===== src/rtl/core/rdm_pkg.sv =====
// Shared types and constants of the dot-star regular expression matcher.
package rdm_pkg;

   // Widths of the transaction fields and of the configuration port.
   localparam int TEXT_W       = 8;
   localparam int CSR_DATA_W   = 64;
   localparam int CSR_INDEX_W  = 3;
   localparam int MASK_W       = 16;
   localparam int LENGTH_W     = 5;

   // Number of elements that have stored literal, repeat and wildcard bits.
   localparam int STORED_ELEMS = 16;
   localparam int ELEMS_PER_WORD = CSR_DATA_W / TEXT_W;

   // Configuration register indexes.
   localparam logic [CSR_INDEX_W-1:0] CSR_BYTES_LOW  = 3'd0;
   localparam logic [CSR_INDEX_W-1:0] CSR_BYTES_HIGH = 3'd1;
   localparam logic [CSR_INDEX_W-1:0] CSR_REPEAT     = 3'd2;
   localparam logic [CSR_INDEX_W-1:0] CSR_WILDCARD   = 3'd3;
   localparam logic [CSR_INDEX_W-1:0] CSR_LENGTH     = 3'd4;

   // Decoded pattern element as seen by one cell.
   typedef struct packed {
      logic [TEXT_W-1:0] literal;
      logic              star;
      logic              wild;
      logic              enabled;
   } elem_type;

   // Signals handed from one cell to the next.
   typedef struct packed {
      logic carry;
      logic adv;
      logic fcarry;
   } link_type;

   // Per-transaction step control broadcast to every cell.
   typedef struct packed {
      logic              accept;
      logic              last;
      logic              present;
      logic [TEXT_W-1:0] text_byte;
   } step_type;

endpackage


===== src/rtl/core/rdm_req_if.sv =====
// Request channel interface carrying the text bytes.
interface rdm_req_if;
   logic       valid;
   logic       ready;
   logic [7:0] text_byte;
   logic       byte_present;
   logic       end_of_text;

   modport source (output valid, output text_byte, output byte_present,
                   output end_of_text, input ready);
   modport sink (input valid, input text_byte, input byte_present,
                 input end_of_text, output ready);
endinterface


===== src/rtl/core/rdm_rsp_if.sv =====
// Response channel interface carrying the match result.
interface rdm_rsp_if;
   logic valid;
   logic ready;
   logic matched;

   modport source (output valid, output matched, input ready);
   modport sink (input valid, input matched, output ready);
endinterface


===== src/rtl/core/rdm_csr.sv =====
// Configuration registers and per-element pattern decode.
module rdm_csr #(
   parameter int PATTERN_LEN = 16
) (
   input  logic                               clock,
   input  logic                               reset,
   input  logic                               csr_write_en,
   input  logic [rdm_pkg::CSR_INDEX_W-1:0]    csr_index,
   input  logic [rdm_pkg::CSR_DATA_W-1:0]     csr_data,
   output rdm_pkg::elem_type [PATTERN_LEN:0]  elems,
   output logic [$clog2(PATTERN_LEN+1)-1:0]   eff_len
);
   import rdm_pkg::*;

   localparam int LEN_W = $clog2(PATTERN_LEN + 1);

   logic [CSR_DATA_W-1:0] bytes_low_ff, bytes_low_in;
   logic [CSR_DATA_W-1:0] bytes_high_ff, bytes_high_in;
   logic [MASK_W-1:0]     repeat_ff, repeat_in;
   logic [MASK_W-1:0]     wildcard_ff, wildcard_in;
   logic [LENGTH_W-1:0]   length_ff, length_in;

   // Register writes by index; unknown indexes are ignored.
   always_comb begin
      bytes_low_in  = bytes_low_ff;
      bytes_high_in = bytes_high_ff;
      repeat_in     = repeat_ff;
      wildcard_in   = wildcard_ff;
      length_in     = length_ff;
      if (csr_write_en) begin
         unique case (csr_index)
            CSR_BYTES_LOW:  bytes_low_in  = csr_data;
            CSR_BYTES_HIGH: bytes_high_in = csr_data;
            CSR_REPEAT:     repeat_in     = csr_data[MASK_W-1:0];
            CSR_WILDCARD:   wildcard_in   = csr_data[MASK_W-1:0];
            CSR_LENGTH:     length_in     = csr_data[LENGTH_W-1:0];
            default: begin
            end
         endcase
      end
   end

   always_ff @(posedge clock) begin
      if (reset) begin
         bytes_low_ff  <= '0;
         bytes_high_ff <= '0;
         repeat_ff     <= '0;
         wildcard_ff   <= '0;
         length_ff     <= '0;
      end else begin
         bytes_low_ff  <= bytes_low_in;
         bytes_high_ff <= bytes_high_in;
         repeat_ff     <= repeat_in;
         wildcard_ff   <= wildcard_in;
         length_ff     <= length_in;
      end
   end

   // A length beyond PATTERN_LEN saturates to PATTERN_LEN.
   always_comb begin
      if (32'(length_ff) > PATTERN_LEN) begin
         eff_len = LEN_W'(PATTERN_LEN);
      end else begin
         eff_len = LEN_W'(length_ff);
      end
   end

   // Element decode; elements without storage are unstarred literal zero bytes.
   // The slot past the last element is the final position and never matches.
   for (genvar i = 0; i <= PATTERN_LEN; i++) begin : g_elem
      if (i < ELEMS_PER_WORD) begin : g_low
         assign elems[i].literal = bytes_low_ff[i*TEXT_W +: TEXT_W];
      end else if (i < STORED_ELEMS) begin : g_high
         assign elems[i].literal = bytes_high_ff[(i-ELEMS_PER_WORD)*TEXT_W +: TEXT_W];
      end else begin : g_none
         assign elems[i].literal = '0;
      end
      if (i < STORED_ELEMS) begin : g_masks
         assign elems[i].star = repeat_ff[i];
         assign elems[i].wild = wildcard_ff[i];
      end else begin : g_nomasks
         assign elems[i].star = 1'b0;
         assign elems[i].wild = 1'b0;
      end
      assign elems[i].enabled = (32'(eff_len) > i);
   end

endmodule


===== src/rtl/core/rdm_cell.sv =====
// One position cell of the matcher chain: active bit, closure and advance.
module rdm_cell (
   input  logic              clock,
   input  logic              reset,
   input  logic              home,
   input  rdm_pkg::elem_type elem,
   input  rdm_pkg::step_type step,
   input  rdm_pkg::link_type link_in,
   output rdm_pkg::link_type link_out,
   output logic              final_bit
);
   import rdm_pkg::*;

   logic state_ff, state_in;
   logic hold_ff, hold_in;
   logic cur;
   logic hit;
   logic nxt;
   logic after;
   logic fcur;

   // Close the current position over a skippable starred element upstream.
   assign cur = state_ff | link_in.carry;
   assign hit = elem.enabled & cur & (elem.wild | (elem.literal == step.text_byte));

   // A starred element stays in place on a hit, a plain one advances.
   assign link_out.carry = cur & elem.star & elem.enabled;
   assign link_out.adv   = hit & ~elem.star;
   assign nxt            = (hit & elem.star) | link_in.adv;
   assign after          = step.present ? nxt : state_ff;

   // State update; the last transaction of a text restores the start set.
   always_comb begin
      state_in = state_ff;
      hold_in  = hold_ff;
      if (step.accept) begin
         if (step.last) begin
            state_in = home;
            hold_in  = after;
         end else begin
            state_in = after;
         end
      end
   end

   always_ff @(posedge clock) begin
      if (reset) begin
         state_ff <= home;
      end else begin
         state_ff <= state_in;
      end
   end

   always_ff @(posedge clock) begin
      hold_ff <= hold_in;
   end

   // Closure of the held end-of-text set, used for the result.
   assign fcur            = hold_ff | link_in.fcarry;
   assign link_out.fcarry = fcur & elem.star & elem.enabled;
   assign final_bit       = fcur;

endmodule


===== src/rtl/core/regex_dot_star_matcher_core.sv =====
// Top level of the streaming dot-star regular expression matcher.
//
// Usage: program the pattern through the csr_ write port while the block is
// idle (literal bytes of elements 0-7 and 8-15, repeat mask, wildcard mask,
// length). Then stream text on req_bus, one byte per transaction; set
// end_of_text on the last transaction of each text. A transaction without a
// byte (byte_present low) leaves the state alone, and with end_of_text it
// tests the empty text or the bytes seen so far.
// Each text yields one transaction on rsp_bus with matched set when the
// whole text matches the whole pattern.
// Throughput is one transaction per cycle while req_bus.ready is high, set
// by the row of position cells that advances the whole active set on each
// accepted transaction. The accepting edge of the last byte updates the set
// into the hold registers; the output register, which drives rsp_bus, takes its closure when free.
// When rsp_bus stalls, one more finished text is held inside; after that
// req_bus.ready drops until the response is taken.
// Reset (synchronous) clears the configuration and leaves only the start
// position active, so a new text may follow at once.
module regex_dot_star_matcher_core #(
   parameter int PATTERN_LEN = 16
) (
   input  logic                            clock,
   input  logic                            reset,
   rdm_req_if.sink                         req_bus,
   rdm_rsp_if.source                       rsp_bus,
   input  logic                            csr_write_en,
   input  logic [rdm_pkg::CSR_INDEX_W-1:0] csr_index,
   input  logic [rdm_pkg::CSR_DATA_W-1:0]  csr_data
);
   import rdm_pkg::*;

   localparam int LEN_W = $clog2(PATTERN_LEN + 1);

   elem_type [PATTERN_LEN:0] elems;
   logic [LEN_W-1:0]         eff_len;
   link_type                 links [PATTERN_LEN+1:0];
   logic [PATTERN_LEN:0]     final_bits;
   step_type                 step;

   logic pending_ff, pending_in;
   logic out_valid_ff, out_valid_in;
   logic out_matched_ff, out_matched_in;
   logic out_load;
   logic accept;

   rdm_csr #(
      .PATTERN_LEN (PATTERN_LEN)
   ) u_csr (
      .clock        (clock),
      .reset        (reset),
      .csr_write_en (csr_write_en),
      .csr_index    (csr_index),
      .csr_data     (csr_data),
      .elems        (elems),
      .eff_len      (eff_len)
   );

   // Handshake: the held result moves out whenever the output register frees.
   assign out_load      = ~out_valid_ff | rsp_bus.ready;
   assign req_bus.ready = ~pending_ff | out_load;
   assign accept        = req_bus.valid & req_bus.ready;

   assign step.accept    = accept;
   assign step.last      = req_bus.end_of_text;
   assign step.present   = req_bus.byte_present;
   assign step.text_byte = req_bus.text_byte;

   // Row of position cells; the last one is the position past the pattern.
   assign links[0] = '0;
   for (genvar i = 0; i <= PATTERN_LEN; i++) begin : g_cell
      rdm_cell u_cell (
         .clock     (clock),
         .reset     (reset),
         .home      (i == 0),
         .elem      (elems[i]),
         .step      (step),
         .link_in   (links[i]),
         .link_out  (links[i+1]),
         .final_bit (final_bits[i])
      );
   end

   // Pending end-of-text set and output register.
   always_comb begin
      pending_in     = pending_ff;
      out_valid_in   = out_valid_ff;
      out_matched_in = out_matched_ff;
      if (out_load) begin
         out_valid_in   = pending_ff;
         out_matched_in = final_bits[eff_len];
         pending_in     = 1'b0;
      end
      if (accept && req_bus.end_of_text) begin
         pending_in = 1'b1;
      end
   end

   always_ff @(posedge clock) begin
      if (reset) begin
         pending_ff   <= 1'b0;
         out_valid_ff <= 1'b0;
      end else begin
         pending_ff   <= pending_in;
         out_valid_ff <= out_valid_in;
      end
   end

   always_ff @(posedge clock) begin
      out_matched_ff <= out_matched_in;
   end

   assign rsp_bus.valid   = out_valid_ff;
   assign rsp_bus.matched = out_matched_ff;

endmodule

===== src/flat_wrapper.sv =====
// flat-port wrapper written by rule: the top's interface ports become plain ports
module regex_dot_star_matcher_core_flat import rdm_pkg::*;
#(
   parameter int PATTERN_LEN = 16
)
  (clock, reset, csr_write_en, csr_index, csr_data, req_bus_valid, req_bus_text_byte, req_bus_byte_present, req_bus_end_of_text, req_bus_ready, rsp_bus_valid, rsp_bus_matched, rsp_bus_ready);
  rdm_req_if req_bus_i ();
  rdm_rsp_if rsp_bus_i ();
  input  logic clock;
  input  logic reset;
  input  logic csr_write_en;
  input  logic [rdm_pkg::CSR_INDEX_W-1:0] csr_index;
  input  logic [rdm_pkg::CSR_DATA_W-1:0] csr_data;
  input wire logic [$bits(req_bus_i.valid)-1:0] req_bus_valid;
  input wire logic [$bits(req_bus_i.text_byte)-1:0] req_bus_text_byte;
  input wire logic [$bits(req_bus_i.byte_present)-1:0] req_bus_byte_present;
  input wire logic [$bits(req_bus_i.end_of_text)-1:0] req_bus_end_of_text;
  output wire logic [$bits(req_bus_i.ready)-1:0] req_bus_ready;
  output wire logic [$bits(rsp_bus_i.valid)-1:0] rsp_bus_valid;
  output wire logic [$bits(rsp_bus_i.matched)-1:0] rsp_bus_matched;
  input wire logic [$bits(rsp_bus_i.ready)-1:0] rsp_bus_ready;
  assign req_bus_i.valid = req_bus_valid;
  assign req_bus_i.text_byte = req_bus_text_byte;
  assign req_bus_i.byte_present = req_bus_byte_present;
  assign req_bus_i.end_of_text = req_bus_end_of_text;
  assign req_bus_ready = req_bus_i.ready;
  assign rsp_bus_valid = rsp_bus_i.valid;
  assign rsp_bus_matched = rsp_bus_i.matched;
  assign rsp_bus_i.ready = rsp_bus_ready;
  regex_dot_star_matcher_core #(.PATTERN_LEN(PATTERN_LEN)) u_core (.clock(clock), .reset(reset), .req_bus(req_bus_i), .rsp_bus(rsp_bus_i), .csr_write_en(csr_write_en), .csr_index(csr_index), .csr_data(csr_data));
endmodule

===== config.mk =====
export PLATFORM = sky130hd
export DESIGN_NAME = regex_dot_star_matcher_core_flat
export DESIGN_NICKNAME = d
export VERILOG_FILES = /design/src/rtl/core/rdm_pkg.sv /design/src/rtl/core/rdm_req_if.sv /design/src/rtl/core/rdm_rsp_if.sv /design/src/rtl/core/rdm_csr.sv /design/src/rtl/core/rdm_cell.sv /design/src/rtl/core/regex_dot_star_matcher_core.sv /design/src/flat_wrapper.sv
export SDC_FILE = /design/constraint.sdc
export NUM_CORES = 1
export LEC_CHECK = 0
export BUFFER_PORTS_ARGS = -buffer_cell sky130_fd_sc_hd__buf_4
export CORE_MARGIN = 2
export CORE_UTILIZATION = 60
export DETAILED_ROUTE_END_ITERATION = 12
export GPL_TIMING_DRIVEN = 0
export PLACE_DENSITY = 0.8
export SYNTH_ARGS = -nofsm -noshare
export SYNTH_HDL_FRONTEND = slang
export SYNTH_SLANG_ARGS = --single-unit

===== constraint.sdc =====
create_clock -name clock -period 3.1 [get_ports clock]
set_input_delay 0.31 -clock clock [delete_from_list [all_inputs] [get_ports clock]]
set_output_delay 0.31 -clock clock [all_outputs]
set_load 0.02 [all_outputs]

# ---- Word level (Yosys, flattened, before mapping)
# Index checks and enable logic that the tools add are counted.
dict set report totals {
  mem_bits_ro 0
  latch_bits 0
  reg_bits 202
  output_inout_bits 3
  n_memories 0
  ramBits 0
}
dict set report classes {
  div_mod_pow 0
  bitwise 209
  mux 39
  order_cmp 18
  n_eq_ne 20
  n_shift 0
  n_reduce_logical 9
  addsub 0
  n_mul 0
}
# op count
set op_table {}
lappend op_table {{$eq A8 B8 Y1} 16}
lappend op_table {{$and A1 B1 Y1} 127}
lappend op_table {{$or A1 B1 Y1} 64}
lappend op_table {{$gt A5 B4 Y1 const B} 8}
lappend op_table {{$mux W1} 37}
lappend op_table {{$gt A5 B3 Y1 const B} 4}
lappend op_table {{$not A1 Y1} 18}
lappend op_table {{$reduce_and A2 Y1} 6}
lappend op_table {{$gt A5 B1 Y1 const B} 2}
lappend op_table {{$gt A5 B2 Y1 const B} 2}
lappend op_table {{$eq A3 B2 Y1 const B} 2}
lappend op_table {{$lt A5 B6 Y1 const B} 1}
lappend op_table {{$bmux W1 S5} 1}
lappend op_table {{$gt A5 B5 Y1 const B} 1}
lappend op_table {{$mux W5} 1}
lappend op_table {{$eq A3 B1 Y1 const B} 1}
lappend op_table {{$eq A3 B3 Y1 const B} 1}
lappend op_table {{$logic_not A3 Y1} 1}
lappend op_table {{$reduce_bool A2 Y1} 1}
lappend op_table {{$logic_and A1 B1 Y1} 1}

# ---- Longest topological paths before layout
dict set report logic_depth {
  word_depth 53
  mapped_depth 10
  mapped_depth_nobuf 8
}

# ---- Cells and area by module
# Synthesis repeated with hierarchy kept, for this count alone.
dict set report unflattened {
  hier_cells 1216
  area_unflattened_um2 11817.6
}
# mod area_per_inst_um2 cells_per_inst instances
set modules_own_cells {}
lappend modules_own_cells {rdm_csr 6957.9 660 1}
lappend modules_own_cells {rdm_cell 269.0 31 17}
lappend modules_own_cells {regex_dot_star_matcher_core 286.5 29 1}

# ---- Least setup slack after synthesis
# Ideal clock, no wire load.
dict set report synth_path {
  path_type {reg-to-reg}
  start {reg u_core.u_csr.length_ff[4]}
  end {reg u_core.out_matched_ff (netlist: u_core.rsp_bus.matched) (data pin)}
  arrival_ps 1972
  path_buffers 1
  setup_time_ps 269
  required_ps 2831
  slack_ps 859
  path_stages_with_launch 10
  path_cell_list {dfxtp_1 > buf_6 > o31a_1 > a21o_1 > o2111ai_1 > or4b_4 > a21oi_2 > nor2_1 > o2111ai_1 > nand4_1}
}
dict set report synth_via {
  elab_chain_cells 52
}
# element line
set synth_rtl {}
lappend synth_rtl {{from (decl)} rdm_csr.sv:21} ;# logic [LENGTH_W-1:0] length_ff, length_in;
lappend synth_rtl {{from (signal assigned)} rdm_csr.sv:55} ;# length_ff <= length_in;
lappend synth_rtl {{$gt A5 B5 Y1} rdm_csr.sv:61} ;# if (32'(length_ff) > PATTERN_LEN) begin
lappend synth_rtl {{$mux W5 (*)} rdm_csr.sv:61}
lappend synth_rtl {{$gt A5 B1 Y1} rdm_csr.sv:85} ;# assign elems[i].enabled = (32'(eff_len) > i);
lappend synth_rtl {{$and A1 B1 Y1} rdm_cell.sv:60} ;# assign link_out.fcarry = fcur & elem.star & elem.enabled;
lappend synth_rtl {{$or A1 B1 Y1} rdm_cell.sv:59} ;# assign fcur = hold_ff | link_in.fcarry;
lappend synth_rtl {{$and A1 B1 Y1 (2 in series)} rdm_cell.sv:60}
lappend synth_rtl {{$or A1 B1 Y1} rdm_cell.sv:59}
lappend synth_rtl {{$and A1 B1 Y1 (2 in series)} rdm_cell.sv:60}
lappend synth_rtl {{[31 not listed]} --}
lappend synth_rtl {{$and A1 B1 Y1 (2 in series)} rdm_cell.sv:60}
lappend synth_rtl {{$or A1 B1 Y1} rdm_cell.sv:59}
lappend synth_rtl {{$and A1 B1 Y1 (2 in series)} rdm_cell.sv:60}
lappend synth_rtl {{$or A1 B1 Y1} rdm_cell.sv:59}
lappend synth_rtl {{$and A1 B1 Y1 (2 in series)} rdm_cell.sv:60}
lappend synth_rtl {{$or A1 B1 Y1} rdm_cell.sv:59}
lappend synth_rtl {{$bmux W1 S5 (*)} regex_dot_star_matcher_core.sv:90} ;# out_matched_in = final_bits[eff_len];
lappend synth_rtl {{$mux W1 (implied by the code) (*)} regex_dot_star_matcher_core.sv:90}
lappend synth_rtl {{to (signal assigned)} regex_dot_star_matcher_core.sv:109} ;# out_matched_ff <= out_matched_in;
lappend synth_rtl {{to (decl)} regex_dot_star_matcher_core.sv:42} ;# logic out_matched_ff, out_matched_in;
# Mark *: on every way between the ends. The rest lies on a longest branch, timed or not. The select of a mux whose other input is x is not followed.
# A chain may end at the register's enable or synchronous reset.

# ---- Final worst setup path
dict set report layout_path {
  start {reg u_core.u_csr.length_ff[2]}
  end {reg u_core.out_matched_ff (netlist: u_core.rsp_bus.matched) (data pin)}
}
# Same word-level chain as after synthesis.

==> flow_metrics.tcl <==
set metrics [dict create \
    status "completed" \
    fin_area_um2 11300 \
    cts_setup_buffers 0 \
    grt_antenna_before_repair 0 \
    slew_viol_final 0 \
    start_kind "flop" \
    ys_warn_count 0 \
    fill_cells 1366 \
    die_h_um 132 \
    yosysSeqAreaShare_pct 43.2 \
    hold_class "in -> reg" \
    gp_congestion 0.933 \
    synth_area_leader_cell "dfxtp_1" \
    chipWidth_um 132 \
    n_antenna_cell 0 \
    crit_chain "buf_2 > o311ai_0 > a21oi_1 > o2111ai_1 > or4b_4 > a21oi_2 > nor2_1 > o2111ai_1 > nand4_1" \
    rr_worst_depth 9 \
    synthArstFlopShare_pct 0 \
    place_area_um2 10600 \
    p_sw_mw 1.43 \
    grt-busiest-layer "met2" \
    synthCells 1254 \
    grt_pass1_vias 8940 \
    drive_above_1_share_pct 11.0 \
    syn_to_final_growth_pct 15.6 \
    synth_most_common_cell "nand2_1" \
    max_slew_margin_pct 23.5 \
    tns_ns 0 \
    synth_area_leaders "dfxtp_1, nand2_1, a21oi_1" \
    vdd_ir_drop_max_mv 0.418 \
    power_density_nw_per_um2 511 \
    fin_skew_ns 0.0152 \
    cts_root_buf "clkbuf_16" \
    clockBufferDepth 3 \
    grt_max_degree 18 \
    drtPass1Iterations 6 \
    port_buffers 75 \
    path_delay_family "compound AO/OA/AOI/OAI gates" \
    htreeDepth 1 \
    p_sw_share_pct 24.7 \
    tightest_slew_ns 1.14 \
    io_pins 85 \
    utilization_pct 71.1 \
    cap_violations 0 \
    die_area_um2 17300 \
    post-route-drc-count 0 \
    crit_required_ns 3.30 \
    syn_nets 1336 \
    power_mw 5.78 \
    synth.cells.most_frequent "nand2_1, a21oi_1, dfxtp_1" \
    post-dp-hpwl_mm 21.0 \
    vias 9407 \
    critPathMaxStageDelay_ns 0.50 \
    ctsHoldBuffers 0 \
    fin_crit_ns 2.87 \
    synth_area_per_cell_um2 7.80 \
    gr-usage-all-layers_pct 33.4 \
    grtUsageMet2_pct 56.6 \
    grt_pass1_wl_mm 46.4 \
    final_nets 1435 \
    cts_num_sinks 202 \
    combPwrFrac_pct 9.4 \
    synth_area_um2 9780 \
    avgRoutedWirePerCell_um 18.8 \
    hold-path-cell-count 3 \
    num_rows 46 \
    dp.cells 1545 \
    worst_skew_pair.late_latency_ns 0.51 \
    cp.depth 9 \
    synth_top_area_share_pct 37.7 \
    p_int_mw 4.35 \
    seqPwrFrac_pct 47.3 \
    clockPowerShare_pct 43.3 \
    power_leakage_nw 4.03 \
    synth_edf_count 18 \
    arrival_ns 3.07 \
    start_util_pct 61.5 \
    path_class "reg -> reg" \
    grt_util_met3_pct 4.82 \
    drt_iter0_markers 884 \
    crit_path_end_kind "flop" \
    core_area_um2 15900 \
    cts_buffers 22 \
    hold_violations 0 \
    max_freq_ghz 0.348 \
    critPathBufInv 1 \
    final-instance-count-excl-fill 1584 \
    rsz0062_at_grt "false" \
    cts.repair.resized 0 \
    clk_transition_reported_paths_ns 0.06 \
    cpMostUsedCell "o2111ai_1" \
    drtAntennaViolNets 0 \
    grtUsageMet1_pct 41.4 \
    setup_viol 0 \
    grt.overflow.total 0 \
    ys_seq_elements 202 \
    fin_crit_sh_pct 92.7 \
    routed_wl_mm 29.8 \
    viasPerCell 5.94 \
    synthDistinctLibCells 58 \
    cts_tree "built" \
    critical_path.slowest_cell "or4b_4" \
    synth_ff_type "dfxtp_1" \
    path_max_fanout 10 \
]
## placed cells by master, fill, tap and decap left out, types with 21 or more instances in the layout
master | Yosys | routed
a21oi_1 | 212 | 212
buf_2 | 21 | 21
buf_4 | 1 | 76
clkbuf_1 | 62 | 68
clkbuf_16 | 0 | 23
dfxtp_1 | 184 | 184
nand2_1 | 348 | 348
nor2_1 | 58 | 58
nor4_1 | 21 | 21
xnor2_1 | 50 | 50
xor2_1 | 78 | 78
## final timing paths
path	start	to	slack, ns
hold reg to reg	u_core.u_csr.wildcard_ff[12]	u_core.u_csr.wildcard_ff[12]	0.45
hold / removal	csr_data[40]	u_core.u_csr.bytes_high_ff[40]	0.06
setup / recovery	u_core.u_csr.length_ff[2]	u_core.rsp_bus.matched	0.23
setup reg to reg	u_core.u_csr.length_ff[2]	u_core.rsp_bus.matched	0.23
## sequential cells by signal, indices dropped and copies added, names as in the netlist
name	flops
u_core.u_csr.bytes_high_ff	64
u_core.g_cell.u_cell.hold_ff	17
u_core.g_cell.u_cell.state_ff	17
u_core.rsp_bus.matched	1
u_core.pending_ff	1
u_core.rsp_bus.valid	1
u_core.u_csr.wildcard_ff	16
u_core.u_csr.bytes_low_ff	64
u_core.u_csr.repeat_ff	16
u_core.u_csr.length_ff	5
## area by class of cell
class                           count  area, um^2  area share [%]
Timing Repair Buffer               75         563            4.98
Sequential cell                   202        4220            37.4
Buffer                             87         364            3.22
Tap cell                          216         270            2.39
Inverter                           17        63.8           0.565
Multi-Input combinational cell    948        5130            45.4
Clock buffer                       33         653            5.78
Clock inverter                      6        33.8           0.299
## metrics by stage
| step | worst slack [ns] | hold slack [ns] |
|---|---|---|
| final | 0.227 | 0.0569 |
| after global routing | 0.259 | 0.0655 |
| after CTS | 0.312 | 0.0544 |
| after detailed placement | 0.263 | 0.445 |
| after global placement | 0.314 | 0.438 |
| after floorplan | 0.859 | 0.433 |
## power by group through the flow
stage | logic (mW) | registers (mW) | clock network (mW)
3_5_place_dp | 0.526 | 2.79 | 0
6_report | 0.544 | 2.73 | 2.50
2_1_floorplan | 0.304 | 2.78 | 0
4_1_cts | 0.532 | 2.73 | 2.50
5_1_grt | 0.579 | 2.74 | 2.60
3_3_place_gp | 0.520 | 2.79 | 0
## worst min-delay path, delay by kind of cell
family / cells / cell delay [ns]
buffers and inverters: 1 / 0.11
AO/OA/AOI/OAI: 1 / 0.05
AND/OR/NAND/NOR: 1 / 0.05
## metal layers
metal,vias to the layer above,wire (um)
met5,-,0
met4,0,1670
met3,126,2360
met2,461,14100
met1,4371,11700
li1,4449,-
## cells by family (layout without fill, tap and decap cells)
group | count (synthesis) | after routing | share of synthesized area [%]
AOI/OAI and AO/OA | 310 | 310 | 18.1
xor gates and xnor gates | 128 | 128 | 11.5
buffers and inverters | 104 | 218 | 4.38
DFF | 202 | 202 | 43.2
muxes | 13 | 13 | 1.43
and+or+nand+nor | 497 | 497 | 21.4
No activity file was read; power rests on OpenSTA's default activity.
